### src/hw/rtl/hts_pkg.sv
// Package for the hashed top-K selector: sizes, hash constants, opcodes,
// the command record passed from front end to back end, and FSM state types.
// No dependencies.
`timescale 1ns / 1ps
`default_nettype none

package hts_pkg;

    localparam int KEEP_DEPTH = 256;
    localparam int KEEP_AW    = (KEEP_DEPTH > 1) ? $clog2(KEEP_DEPTH) : 1;
    localparam int FILL_W     = $clog2(KEEP_DEPTH + 1);

    localparam int OP_W    = 2;
    localparam int MASK_W  = 30;
    localparam int KEY_W   = 64;
    localparam int RANK_W  = 8;
    localparam int TALLY_W = 31;
    localparam int ENTRY_W = KEY_W + MASK_W;
    localparam int HALF_W  = KEY_W / 2;

    localparam logic [KEY_W-1:0]   MIX_C0     = 64'h9e37_79b9_7f4a_7c15;
    localparam logic [KEY_W-1:0]   MIX_C1     = 64'hbf58_476d_1ce4_e5b9;
    localparam logic [KEY_W-1:0]   MIX_C2     = 64'h94d0_49bb_1331_11eb;
    localparam logic [KEY_W-1:0]   SEED_RESET = 64'h4245_4228_4233_4245;
    localparam logic [TALLY_W-1:0] TALLY_MAX  = 31'h4000_0000;

    typedef enum logic [OP_W-1:0] {
        OP_OFFER = 2'd0,
        OP_READ  = 2'd1,
        OP_CLEAR = 2'd2,
        OP_NONE  = 2'd3
    } t_op;

    typedef struct packed {
        t_op               op;
        logic [MASK_W-1:0] mask;
        logic [KEY_W-1:0]  key;
        logic [RANK_W-1:0] rank;
    } t_cmd;

    typedef enum logic [2:0] {
        F_IDLE,
        F_M0,
        F_M1,
        F_M2,
        F_PUSH
    } t_fstate;

    typedef enum logic [2:0] {
        B_IDLE,
        B_CHK,
        B_SHIFT,
        B_PUT,
        B_RDOUT
    } t_bstate;

endpackage

`default_nettype wire

### src/hw/rtl/hts_cmd_q.sv
// Two-entry command queue between front end and back end.
// Depends on hts_pkg.
`timescale 1ns / 1ps
`default_nettype none

module hts_cmd_q import hts_pkg::*; (
    input  wire logic i_clk,
    input  wire logic i_rst_n,
    input  wire logic i_push,
    output logic      o_full,
    input  wire t_cmd i_cmd,
    output logic      o_avail,
    input  wire logic i_pop,
    output t_cmd      o_cmd
);

    t_cmd       r_slot [2];
    logic       r_wr, r_rd;
    logic [1:0] r_cnt;
    logic       do_push, do_pop;

    assign o_full  = (r_cnt == 2'd2);
    assign o_avail = (r_cnt != 2'd0);
    assign do_push = i_push && !o_full;
    assign do_pop  = i_pop && o_avail;
    assign o_cmd   = r_slot[r_rd];

    always_ff @(posedge i_clk) begin
        if (!i_rst_n) begin
            r_wr  <= 1'b0;
            r_rd  <= 1'b0;
            r_cnt <= 2'd0;
        end else begin
            if (do_push) begin
                r_wr <= !r_wr;
            end
            if (do_pop) begin
                r_rd <= !r_rd;
            end
            r_cnt <= r_cnt + {1'b0, do_push} - {1'b0, do_pop};
        end
    end

    always_ff @(posedge i_clk) begin
        if (do_push) begin
            r_slot[r_wr] <= i_cmd;
        end
    end

endmodule

`default_nettype wire

### config.mk
export PLATFORM = sky130hd
export DESIGN_NAME = hts_cmd_q
export DESIGN_NICKNAME = d
export VERILOG_FILES = /design/src/hw/rtl/hts_pkg.sv /design/src/hw/rtl/hts_cmd_q.sv
export SDC_FILE = /design/constraint.sdc
export NUM_CORES = 1
export LEC_CHECK = 0
export BUFFER_PORTS_ARGS = -buffer_cell sky130_fd_sc_hd__buf_2
export CAP_MARGIN = 15
export CORE_MARGIN = 1.5
export CORE_UTILIZATION = 45
export CTS_CLUSTER_SIZE = 10
export DETAILED_ROUTE_END_ITERATION = 7
export PLACE_DENSITY = 0.8
export SLEW_MARGIN = 40
export SYNTH_ARGS = -nofsm -noshare
export SYNTH_HDL_FRONTEND = slang
export SYNTH_SLANG_ARGS = --single-unit
export TNS_END_PERCENT = 10
### constraint.sdc
create_clock -name i_clk -period 10.99 [get_ports i_clk]
set_clock_uncertainty 0.15 [all_clocks]
set_input_delay 2.198 -clock i_clk [delete_from_list [all_inputs] [get_ports i_clk]]
set_output_delay 2.198 -clock i_clk [all_outputs]
set_load 0.02 [all_outputs]
=== Word-level counts from Yosys, hierarchy flattened ===
Memories as Yosys holds them, arrays and structs flattened. A register that Yosys moved wholly into a read port is not among the register bits.
Index checks and enable logic that the tools add are counted.

* Register bits after elaboration: 4
* RAM bits: 208
* Output and inout bits: 106
* Word-level logic and storage cells: 17
* Memories kept: 1

* $add $sub $neg: 2
* Equality and inequality tests: 1
* Mux-type cells: 4
* Reductions and logical operators: 6

{| class="wikitable"
|+ Memory list
! name !! depth !! width !! read ports !! clocked after Yosys merged registers in !! wr ports !! RTL line !! source
|-
| r_slot || 2 || 104 || 1 || 1 || 1 || hts_cmd_q.sv:17 || <nowiki>t_cmd r_slot [2];</nowiki>
|}

{| class="wikitable"
|+ Operators with widths
! kind !! number
|-
| $mux W1 || 4
|-
| $logic_not A1 Y1 || 3
|-
| $add A2 B1 Y2 || 1
|-
| $eq A2 B2 Y1 const B || 1
|-
| $logic_and A1 B1 Y1 || 2
|-
| $reduce_bool A2 Y1 || 1
|-
| $sub A2 B1 Y2 || 1
|}

=== Depth between registers and ports, before layout ===
* Depth after elaboration: 5
* Depth in mapped cells: 8
* Depth with buffers taken out: 8

=== Worst setup path before layout ===
OpenSTA, ideal clock, no wires.

* Kind: input port to flip-flop
* Start point: in i_push
* End point: mem r_slot[0][0] (netlist name), enable pin
* Library setup time: 0.568 ns
* Data arrival time: 6.619 ns
* Data required time: 10.272 ns
* Setup slack: 3.653 ns
* Stages: 2
* Path buffers: 0
* Cells stage by stage: nand2_1 nor2_1

* Longest elaborated chain between the ends: 3

{| class="wikitable"
|+ RTL lines
! what !! RTL line !! source
|-
| start: declaration || hts_cmd_q.sv:9 || <nowiki>input wire logic i_push,</nowiki>
|-
| $logic_and A1 B1 Y1 || hts_cmd_q.sv:24 || <nowiki>assign do_push = i_push && !o_full;</nowiki>
|-
| $mux W1 || hts_cmd_q.sv:45 || <nowiki>if (do_push) begin</nowiki>
|-
| $mux W1 (implied by the code) || hts_cmd_q.sv:46 || <nowiki>r_slot[r_wr] <= i_cmd;</nowiki>
|-
| end: declaration || hts_cmd_q.sv:17 ||
|}

Every way passes these cells.

==> summary.md <==
For the maximum number of pins on one net before global-route repair, the log shows 70. The post-synthesis sequential area ratio is 79.42%. The synthesized design spends more area on one cell type than any other, namely edfxtp_1. Post-place setup slack: 6.540 ns. Combinational logic is responsible for 26.3% of the overall power. After detailed routing, the number of remaining DRC violations is 0. The internal power is 1711 uW, and the area share of the largest cell type after synthesis is 78.17%. The analysis attributes to cell leakage a power of 0.003862 uW. The number of nets in the synthesized netlist is 460.

Setup total negative slack on the finished layout was measured at 0 ns. The final max-slew violation count was 0; the count of maximum capacitance violations was 0. The worst-case IR drop observed on VDD is 0.1667 mV. The routed layout has 3966 vias.

TritonCTS built the clock tree. In this run the cell area measured after placement is 0.009313 sq mm. The smallest clock period supported by the final layout is computed as 4.921 ns. In this run the remaining antenna-violating nets after routing total 0. For this run, the share of the core covered by cells in the final layout is 57.76%. The arrival time of data at the critical path endpoint was 2.57 ns; the final worst-path cycle share was 44.78%. The post-route netlist has 59.46% of its cells at a drive strength greater than 1. Dividing the detail-routed wire length by the instance count gives 17.67 microns.

In the final layout, the multi-input gates occupy 0.001531 sq mm. Counting flops with an async set or reset pin after synthesis yields a share of 0%. The first global-routing pass estimated 21.49 mm of wire. After synthesis the netlist holds a flip-flop and latch count of 213. Predominant post-synthesis flop cell: edfxtp_1. The tools report the startpoint of the lowest-slack hold path as r_rd$_SDFFE_PN0P_.

Once routing completed, OpenROAD measured the worst setup slack at 6.069 ns. Synthesis produced a netlist whose cell count is 350. Walking the worst path, the cells encountered are buf_6, mux2_2, buf_2. The starting density of the core is 46.20%, and the clock latency on the worst-skew pair is 0.50 ns.

The logs give 2391 uW for the overall power after layout and 4280 for the number of global-route vias before repair. Of the total power, registers draw 44.8%. The power density of the placed cells works out to 239.3 mW/mm^2. The count of unique library cells instantiated by Yosys is 19.

The root buffer cell is clkbuf_16. The number of top-level pins was 214. The overall die width was 136.3 microns. The final instance area was 0.009991 sq mm; the area inside the core boundary was 0.01730 sq mm. The commonest cells after synthesis are 208 x edfxtp_1, 60 x mux2_4, 44 x mux2_2. From bottom edge to top edge, the die measures 136.3 microns. The worst register-to-register path ends at r_slot[1][84]$_DFFE_PP_.

The relative slew slack came out at 49.96%. Sum of routed wire length over all layers: 14.45 mm. The tools report the startpoint of the most critical register-to-register path as r_cnt[0]$_SDFF_PN0_. The run gives 679.3 uW as the total net switching power. In this design, the largest share of critical-path delay is due to buffers and inverters.

The tools report the count of clock tree sinks as 213. The congestion estimate from routability-driven global placement came to 0.7248. Yosys mapped a number of flops with a built-in enable equal to 208. The HPWL after detailed placement is 9.636 mm, and the data required time at the worst endpoint is 8.64 ns. The first TritonRoute pass finished after 6 iterations. The worst setup path is of the reg -> out kind.

Fraction of power spent switching nets: 28.41%. After the first detailed-routing iteration, the DRC count stood at 191. The worst-path maximum fanout is 62.

The mapped cell area was 0.007990 sq mm; the area taken by flip-flops and latches was 0.006350 sq mm. The post-synthesis area per instance was 22.83 sq um; the post-cts repair resize count was 0. The area growth from synthesis to layout is 25.04%. The class of the tightest hold or removal check was reg -> reg. Setup repair after global routing left no endpoint under its margin. The depth of the worst hold-timing path is 2, and the total die area is 0.01856 sq mm. In this run the register-to-register setup slack is 8.70 ns. Setup violations remaining at the end of the flow were counted as 0. The tools report the terminating pin of the worst hold path as r_rd$_SDFFE_PN0P_.

The run gives 3 as the worst-case clock buffer depth. In this run, the clock network consumes 28.9% of the power. The worst setup path is captured at a primary output. The initial antenna violation count is 2, and the delay contributed by the slowest stage of the critical path is 0.77 ns.

The layout has 1317 filler cells. For the count of buffers added by post-CTS timing repair for setup, the log shows 0. After synthesis, the cell types taking the most area are edfxtp_1 78%, mux2_4 11%, mux2_2 6.2%, dfxtp_1 1.3%, buf_6 0.99%.

The worst setup path is launched from a register. Depth of the CTS H-tree: 1. The total number of yosys warnings was 0; the count of buffers from port buffering was 213. The run gives 48 as the site row count.

Timing would allow up to 0.2032 GHz. After clock tree synthesis, the clock-pin slew on the worst setup and hold paths is 0.05 ns. For the final hold violation count, the log shows 0. Clock tree synthesis inserted a total of 25 buffers. The count of cells along the worst register-to-register path was 3; the pin slew with the least headroom to its limit was 0.7506 ns.

Global routing consumed, over all layers together, 15.18% of the routing resources. The critical-path cell with the highest stage delay was dfxtp_4. The number of vias per cell after detailed routing works out to 4.848.

For this run, the post-layout net count is 693. In the post-synthesis netlist, the cell with the most instances is edfxtp_1. The total overflow reported by the global router is 0, and the combined buffer and inverter count along the critical path is 2. In this run, post-CTS hold repair placed 0 buffers. The flow ran to the end, and the final reports show no timing, DRC or antenna violations.
## cells in the final DEF, fill, tap and decap left out, types with 3 or more instances in the layout
master       n
buf_2      213
edfxtp_1   208
mux2_4      60
mux2_2      44
clkbuf_16   25
clkbuf_1    10
dfxtp_1      4
inv_1        3
nor2_1       3
buf_6        3
## final cells by class
type                    instances  share of cell area [%]
diodes                          1                 0.02505
clock buffers                  35                   6.637
clock inverters                 1                 0.08766
inverters                       3                  0.1127
multi-input cells             122                   15.33
flip-flops and latches        213                   63.56
well taps                     225                   2.818
repair buffers                218                   11.43
## worst reg2reg max path: cells and delay by family, from the launching register on
family	cells	cell delay, ns
flip-flops	1	0.36
buffers and inverters	1	0.61
AND/OR/NAND/NOR	2	0.71
## sequential cells by signal, summed over array words and instances (netlist names), named ones only
register  count
r_rd          1
r_cnt         2
r_slot      208
r_wr          1
## per-layer routing
| layer | vias up | GRT usage [%] | wire, microns |
|---|---|---|---|
| met3 | 28 | 4.325 | 1233 |
| met1 | 1934 | 17.39 | 5516 |
| met5 | - | 0 | 7 |
| met4 | 2 | 4.965 | 295 |
| li1 | 1845 | - | - |
| met2 | 157 | 27.27 | 7396 |
## metrics by stage
step | instances | hold WS, ns
after floorplan | 350 | 0.3049
after global placement | 779 | 0.3438
after detailed placement | 781 | 0.3621
after CTS | 817 | 0.3829
after global routing | 817 | 0.4172
final | 818 | 0.3759
## power groups by stage
stage          combinational (uW)  sequential (uW)  clock [uW]
3_3_place_gp                  616             1080           0
3_5_place_dp                  636             1090           0
4_1_cts                       638             1070         710
5_1_grt                       672             1080         742
2_1_floorplan                 479             1070           0
6_report                      629             1070         690
## kinds of logic after synthesis
group | Yosys count | synth area share, %
buffers and inverters | 15 | 1.566
AOI/OAI and AO/OA | 1 | 0.09399
DFF | 213 | 79.42
muxes | 105 | 17.60
and+or+nand+nor | 11 | 0.6735
xor gates and xnor gates | 3 | 0.3289
adders and majority gates | 2 | 0.3131
## worst max-delay path by stage
stage             start                 endpoint  slack, ns  depth (start not counted)
3_3_place_gp     i_push  r_slot[0][96]$_DFFE_PP_       6.27                          4
4_1_cts        register                 o_cmd[0]       6.00                          3
2_1_floorplan    i_push   r_slot[0][0]$_DFFE_PP_       3.65                          2
5_1_grt        register                 o_cmd[0]       5.91                          3
3_5_place_dp   register                 o_cmd[0]       6.54                          3
6_report       register                o_cmd[26]       6.07                          3
No activity file was read; power rests on OpenSTA's default activity.
