File: config.mk
export PLATFORM = sky130hd
export DESIGN_NAME = hts_front
export DESIGN_NICKNAME = d
export VERILOG_FILES = /design/src/hw/rtl/hts_pkg.sv /design/src/hw/rtl/hts_front.sv
export SDC_FILE = /design/constraint.sdc
export NUM_CORES = 2
export LEC_CHECK = 0
export BUFFER_PORTS_ARGS = -buffer_cell sky130_fd_sc_hd__buf_2
export CORE_UTILIZATION = 55
export CTS_CLUSTER_SIZE = 28
export DETAILED_ROUTE_END_ITERATION = 10
export PLACE_DENSITY_LB_ADDON = 0.1
export SLEW_MARGIN = 20
export SYNTH_ARGS = -nofsm -noshare
export SYNTH_HDL_FRONTEND = slang
export SYNTH_SLANG_ARGS = --single-unit
File: constraint.sdc
create_clock -name i_clk -period 15.09 [get_ports i_clk]
set_input_delay 0.7545 -clock i_clk [delete_from_list [all_inputs] [get_ports i_clk]]
set_output_delay 0.7545 -clock i_clk [all_outputs]
set_load 0.01 [all_outputs]
File: src/hw/rtl/hts_pkg.sv
// Package for the hashed top-K selector: sizes, hash constants, opcodes,
// the command record passed from front end to back end, and FSM state types.
// No dependencies.
`timescale 1ns / 1ps
`default_nettype none

package hts_pkg;

    localparam int KEEP_DEPTH = 256;
    localparam int KEEP_AW    = (KEEP_DEPTH > 1) ? $clog2(KEEP_DEPTH) : 1;
    localparam int FILL_W     = $clog2(KEEP_DEPTH + 1);

    localparam int OP_W    = 2;
    localparam int MASK_W  = 30;
    localparam int KEY_W   = 64;
    localparam int RANK_W  = 8;
    localparam int TALLY_W = 31;
    localparam int ENTRY_W = KEY_W + MASK_W;
    localparam int HALF_W  = KEY_W / 2;

    localparam logic [KEY_W-1:0]   MIX_C0     = 64'h9e37_79b9_7f4a_7c15;
    localparam logic [KEY_W-1:0]   MIX_C1     = 64'hbf58_476d_1ce4_e5b9;
    localparam logic [KEY_W-1:0]   MIX_C2     = 64'h94d0_49bb_1331_11eb;
    localparam logic [KEY_W-1:0]   SEED_RESET = 64'h4245_4228_4233_4245;
    localparam logic [TALLY_W-1:0] TALLY_MAX  = 31'h4000_0000;

    typedef enum logic [OP_W-1:0] {
        OP_OFFER = 2'd0,
        OP_READ  = 2'd1,
        OP_CLEAR = 2'd2,
        OP_NONE  = 2'd3
    } t_op;

    typedef struct packed {
        t_op               op;
        logic [MASK_W-1:0] mask;
        logic [KEY_W-1:0]  key;
        logic [RANK_W-1:0] rank;
    } t_cmd;

    typedef enum logic [2:0] {
        F_IDLE,
        F_M0,
        F_M1,
        F_M2,
        F_PUSH
    } t_fstate;

    typedef enum logic [2:0] {
        B_IDLE,
        B_CHK,
        B_SHIFT,
        B_PUT,
        B_RDOUT
    } t_bstate;

endpackage

`default_nettype wire

File: src/hw/rtl/hts_front.sv
// Front end: takes transactions, holds the seed register and computes the
// splitmix64 key with one shared 32x32 multiplier. Depends on hts_pkg.
`timescale 1ns / 1ps
`default_nettype none

module hts_front import hts_pkg::*; (
    input  wire logic              i_clk,
    input  wire logic              i_rst_n,
    input  wire logic              i_cfg_we,
    input  wire logic [KEY_W-1:0]  i_cfg_data,
    input  wire logic              i_valid,
    output logic                   o_stall,
    input  wire logic [OP_W-1:0]   i_op,
    input  wire logic [MASK_W-1:0] i_mask_in,
    input  wire logic [RANK_W-1:0] i_rank,
    output logic                   o_push,
    input  wire logic              i_q_full,
    output t_cmd                   o_cmd
);

    t_fstate          r_state, n_state;
    logic             r_round, n_round;
    logic [KEY_W-1:0] r_seed;
    logic [KEY_W-1:0] r_x, n_x;
    logic [KEY_W-1:0] r_acc, n_acc;
    t_cmd             r_cmd, n_cmd;

    logic [HALF_W-1:0] mul_a, mul_b;
    logic [KEY_W-1:0]  prod;
    logic [KEY_W-1:0]  mix_c;
    logic [KEY_W-1:0]  acc_full;
    logic [KEY_W-1:0]  v0;

    assign mix_c    = r_round ? MIX_C2 : MIX_C1;
    assign mul_a    = (r_state == F_M2) ? r_x[KEY_W-1:HALF_W] : r_x[HALF_W-1:0];
    assign mul_b    = (r_state == F_M1) ? mix_c[KEY_W-1:HALF_W] : mix_c[HALF_W-1:0];
    assign prod     = mul_a * mul_b;
    assign acc_full = {r_acc[KEY_W-1:HALF_W] + prod[HALF_W-1:0], r_acc[HALF_W-1:0]};
    assign v0       = ({{(KEY_W-MASK_W){1'b0}}, i_mask_in} ^ r_seed) + MIX_C0;

    always_comb begin
        n_state = r_state;
        n_round = r_round;
        n_x     = r_x;
        n_acc   = r_acc;
        n_cmd   = r_cmd;
        o_push  = 1'b0;
        unique case (r_state)
            F_IDLE: begin
                if (i_valid) begin
                    n_cmd.op   = t_op'(i_op);
                    n_cmd.mask = i_mask_in;
                    n_cmd.rank = i_rank;
                    n_cmd.key  = '0;
                    if (t_op'(i_op) == OP_OFFER) begin
                        n_x     = v0 ^ (v0 >> 30);
                        n_round = 1'b0;
                        n_state = F_M0;
                    end else begin
                        n_state = F_PUSH;
                    end
                end
            end
            F_M0: begin
                n_acc   = prod;
                n_state = F_M1;
            end
            F_M1: begin
                n_acc   = acc_full;
                n_state = F_M2;
            end
            F_M2: begin
                if (!r_round) begin
                    n_x     = acc_full ^ (acc_full >> 27);
                    n_round = 1'b1;
                    n_state = F_M0;
                end else begin
                    n_cmd.key = acc_full ^ (acc_full >> 31);
                    n_state   = F_PUSH;
                end
            end
            F_PUSH: begin
                o_push = 1'b1;
                if (!i_q_full) begin
                    n_state = F_IDLE;
                end
            end
            default: n_state = F_IDLE;
        endcase
    end

    always_ff @(posedge i_clk) begin
        if (!i_rst_n) begin
            r_state <= F_IDLE;
            r_round <= 1'b0;
            r_seed  <= SEED_RESET;
        end else begin
            r_state <= n_state;
            r_round <= n_round;
            if (i_cfg_we) begin
                r_seed <= i_cfg_data;
            end
        end
    end

    always_ff @(posedge i_clk) begin
        r_x   <= n_x;
        r_acc <= n_acc;
        r_cmd <= n_cmd;
    end

    assign o_stall = (r_state != F_IDLE);
    assign o_cmd   = r_cmd;

endmodule

`default_nettype wire

* Word-level counts from Yosys, hierarchy flattened
Cells that the tools add are included.
** Word-level totals
- Bits of input ports :: 109
- Flip-flop bits (word level) :: 300
- Word-level logic and storage cells :: 58
** Cells by class
- $mul :: 1
- Add/sub/neg operators :: 2
- Reductions and logical operators :: 11
- Bitwise operators :: 5
- Mux-type cells :: 20
- Eq/ne operators :: 9
** Operators by type and width (count)
- $pmux 64 s2 :: 3
- $mux 64 :: 4
- $mux 72 :: 1
- $add 64x64->64 const B :: 1
- $mul 32x32->64 :: 1
- $mux 32 :: 2
- $xor 30x64->64 :: 1
- $xor 64x33->64 :: 1
- $xor 64x34->64 :: 1
- $xor 64x37->64 :: 1
- $mux 62 :: 1
- $add 32x32->32 :: 1
- $pmux 3 s5 :: 1
- $mux 3 :: 4
- $ne 2x2->1 const B :: 5
- $eq 3x2->1 const B :: 2
- $reduce_and 2->1 :: 3
- $reduce_and 3->1 :: 2
- $reduce_and 4->1 :: 1
- $reduce_bool 2->1 :: 2
- $eq 3x1->1 const B :: 1
- $eq 3x3->1 const B :: 1
- $logic_not 3->1 :: 1
- $mux 1 :: 3
- other kinds (4) :: 4

* Depth between registers and ports, before layout
- Depth after elaboration :: 7
- Gate-level depth with buffers :: 46

* Worst setup path before layout
Ideal clock, no wire load.
- Kind :: register to register
- Start point :: register r_state[1]
- End point :: register r_x[35], data pin
- Stages on the path, launching flop included :: 41
- Data arrival time :: 9.756 ns
- Path buffers :: 4
- Slack :: 5.068 ns
- Required time :: 14.825 ns
- Clock period less this slack :: 10.022 ns
- Cells stage by stage :: dfxtp_1 clkbuf_1 nand3b_1 buf_2 buf_1 clkbuf_1 nand2_1 nand2_1 clkinv_1 nor3_1 inv_1 fa_1 inv_1 fa_1 fa_1 inv_1 fa_1 inv_1 (+5 left out) and4_1 nor4b_1 a211oi_1 o21ai_2 a21oi_2 nor2_1 o311a_1 ha_1 and3_1 a221o_1 a21oi_1 o41ai_1 a31oi_1 o21ai_1 mux2i_1 nor2_1 xor2_1 o21ai_1
** On the way
- Cells in the longest elaborated chain, start to end :: 7
- Elaborated cells between the ends (all ways) :: 10
- Classes of those cells :: 1 x add/sub; 1 x mul; 2 x eq/ne; 4 x mux; 1 x bitwise; 1 x reduce/logical
** RTL lines
- from (decl) :: RTL line hts_front.sv:21 : t_fstate r_state, n_state;
- from (signal assigned) :: RTL line hts_front.sv:98 : r_state <= n_state;
- $eq 3x2->1, on equally long branches :: RTL line hts_front.sv:35, hts_front.sv:48, hts_front.sv:36
- $mux 32, on equally long branches :: RTL line hts_front.sv:35, hts_front.sv:36
- $mul 32x32->64 :: RTL line hts_front.sv:37 : assign prod = mul_a * mul_b;
- $add 32x32->32 :: RTL line hts_front.sv:38 : assign acc_full = {r_acc[KEY_W-1:HALF_W] + prod[HALF_W-1:0], r_acc[HALF_W-1:0]};
- $xor 64x37->64 :: RTL line hts_front.sv:74 : n_x = acc_full ^ (acc_full >> 27);
- $mux 64 :: RTL line hts_front.sv:73 : if (!r_round) begin
- $pmux 64 s2 (*) :: RTL line hts_front.sv:48 : unique case (r_state)
- named net n_x[35] :: RTL line hts_front.sv:24 : logic [KEY_W-1:0] r_x, n_x;
- to (signal assigned) :: RTL line hts_front.sv:107 : r_x <= n_x;
- to (decl) :: RTL line hts_front.sv:24
Mark *: on every way through the listed nets, which the timed path passes. The rest lies on a longest branch. The select of a mux whose other input is x is not followed.
A chain may end at the register's enable or synchronous reset.

* Final worst setup path
- Start point :: register r_state[2]
- End point :: register r_x[32], data pin
Same word-level chain as after synthesis.

==> reports/summary.txt <==
Worst EP required -> 15390 ps
Yosys top cell area share -> 0.367
top-level port count -> 215
Post-Synth Simple-Gate Area -> 0.0996
FMAX -> 0.0833 GHz
Relative slew margins -> 0.301
H-tree levels -> 1
DRT antenna net count -> 0
Worst path slowest cell -> nor3_1
Arr. time, crit path -> 12310 ps
Port Buf Inserts -> 214
mux share of post-synthesis cell area -> 0.0198
wire per inst -> 25.5 um
Worst R2R End -> r_x[32]
Core Util, Final -> 0.595
Detailed Route WL -> 146000 um
Synth area leaders -> fa_1 37%, edfxtp_1 16%, ha_1 10%
Vias -> 32.5k
hold path startpoint -> i_rank[7]
# Max-Cap Violations -> 0
Synth area leader -> fa_1
Clock Latency Late Sink -> 570 ps
Area Overhead vs Synth -> 7.18%
vias in the first global route -> 33.4k
Mean Syn Cell Area -> 9.97 um2
FF-to-FF setup slack -> 3080 ps
Distinct cells, synth -> 81
CTS tree -> done
fin crit period -> 12010 ps
cts hold-fix bufs -> 0
Total Routing Usage GR -> 0.363
Post-DP HPWL -> 127000 um
root buffer cell -> clkbuf_16
Top FF cell, synth -> edfxtp_1
hold crit path type -> input pin to register
Setup Viol. Count Final -> 0
skew final -> 26.4 ps
Least-Margin Pin Slew -> 1040 ps
Setup crit start kind -> register
Worst Hold Path Cells -> 1
warnings from Yosys -> 0
count leader, synth -> inv_1
critical path's largest stage delay -> 610 ps
share of cells above drive strength 1 -> 0.0731
Critical Path Most Common Cell -> fa_1
largest family of logic cells by synthesized area -> adder cells
RR Startpoint -> r_state[2]
setup TNS -> 0 ps
Post-Syn Area -> 44700 um2
post-DR vias/cell -> 5.68
post-synthesis register bit count -> 300
sequential fraction of the synthesis area -> 0.186
core footprint -> 80500 um2
Slew Limit Fails -> 0
Num CTS Buffers -> 27
crit end category -> register
compound-cell area share of the yosys netlist -> 0.0758
Synth Net Count -> 5782
worst r2r path cells -> 36
die width -> 287 um
RSZ-0062 raised after global routing -> false
worst-path fanout max -> 122
list of most frequent post-synthesis cells -> 961 x inv_1, 820 x fa_1, 391 x nor2_1, 365 x ha_1, 253 x nand2_1
Max clock buf depth -> 3
global route overflow -> 0
Worst Hold End -> o_cmd[7]
outcome -> complete, no violations
Die Y -> 287 um
Initial DRC Count -> 3391
post-CTS setup buffer count -> 0
Crit path buffers/inverters -> 6
count of cells resized by post-cts repair -> 0
Sink Count -> 300
TritonRoute pass-1 iters -> 6
gpl congestion -> 1.04
Adder-Cell Fraction of Synth Area -> 0.469
Initial Utilization -> 0.555
DR DRC count -> 0
largest net degree at the start of global routing -> 123
die area -> 82500 um2
fin crit share -> 0.796
critical path class -> register to register
Post-Synth XOR/XNOR Area -> 0.0566
first-pass GRT wire length -> 217000 um
CP delay by family, top -> adder cells
nets@finish -> 5925
async set-reset flop share out of synthesis -> 0
final hold vios -> 0
synthesized instance count -> 4488
Std-Cell Rows -> 104
clk slew on worst S/H paths -> 70 ps
antenna violations before repair -> 5
EDFF count, synth -> 232
[flip-flops by register name, indices dropped and copies added (netlist names)]
signal and cells:
o_cmd 104, r_acc 64, r_seed 64, r_x 64, r_state 3, r_round 1
[worst max path at each step]
stage          startpoint       to  slack (ps)  cells after the start
6_report       r_state[2]  r_x[32]        3080                     36
5_1_grt        r_state[2]  r_x[32]        2360                     36
4_1_cts        r_state[2]  r_x[32]        2970                     36
3_5_place_dp   r_state[2]  r_x[32]        3000                     36
2_1_floorplan  r_state[1]  r_x[35]        5070                     40
3_3_place_gp   r_state[2]  r_x[32]        3270                     36
[cell usage in the layout (no fill, tap or decap), types with 9 or more instances in the layout]
cell type	netlist	routed
nand3_1	26	26
ha_1	365	365
inv_1	961	960
clkinv_1	7	9
dfxtp_1	68	67
and2_1	59	59
a31oi_1	13	13
o211ai_1	11	11
mux2i_1	85	83
o21ai_0	110	110
nor2b_1	64	64
edfxtp_1	232	232
xnor2_1	174	173
nand2_1	253	252
a21oi_1	188	187
or3_1	17	17
and3_1	29	29
a211oi_1	12	12
fa_1	820	820
nand4_1	26	26
buf_2	1	213
a21o_1	66	66
o21bai_1	38	38
xor2_1	105	104
nor3_1	43	42
nand2b_1	24	24
nor2_1	391	391
clkbuf_16	0	31
o21a_1	17	17
buf_4	0	39
o21ai_1	27	27
[per-layer routing]
layer | vias up | GRT usage | wire, um | part of all wire
met1 | 16300 | 0.526 | 61600 | 0.42
met5 | - | 0 | 11 | 0.000075
li1 | 14400 | - | - | -
met3 | 234 | 0.0674 | 13300 | 0.091
met2 | 1570 | 0.550 | 65000 | 0.45
met4 | 2 | 0.119 | 5780 | 0.040
[logic make-up after synthesis]
group	count (synthesis)
buffers and inverters	1109
other	1
AO/OA/AOI/OAI	547
AND/OR/NAND/NOR	974
XOR/XNOR	284
flip-flops	300
adder cells (fa/ha/maj)	1185
multiplexers	88
[final cells by class]
class | count | area, um2
timing repair buffer | 254 | 1400
antenna | 1 | 2.50
sequential | 300 | 8330
multi-input combinational | 3079 | 32300
fill | 7163 | 32600
clock buffer | 46 | 920
clock inverter | 4 | 25.0
tap | 1060 | 1330
inverter | 969 | 3640
[through the flow]
step	instance area (um2)	std cells	hold WS, ps	worst slack (ps)
after floorplan	44700	4488	462	5070
after global placement	47000	5662	475	3270
after detailed placement	47000	5662	483	3000
after CTS	47900	5712	342	2970
after global routing	48000	5713	350	2360
final	48000	5713	363	3080
Power is left out: the tool's default activity adds up to more than one toggle a clock period on the data nets, which glitch-free logic cannot reach.
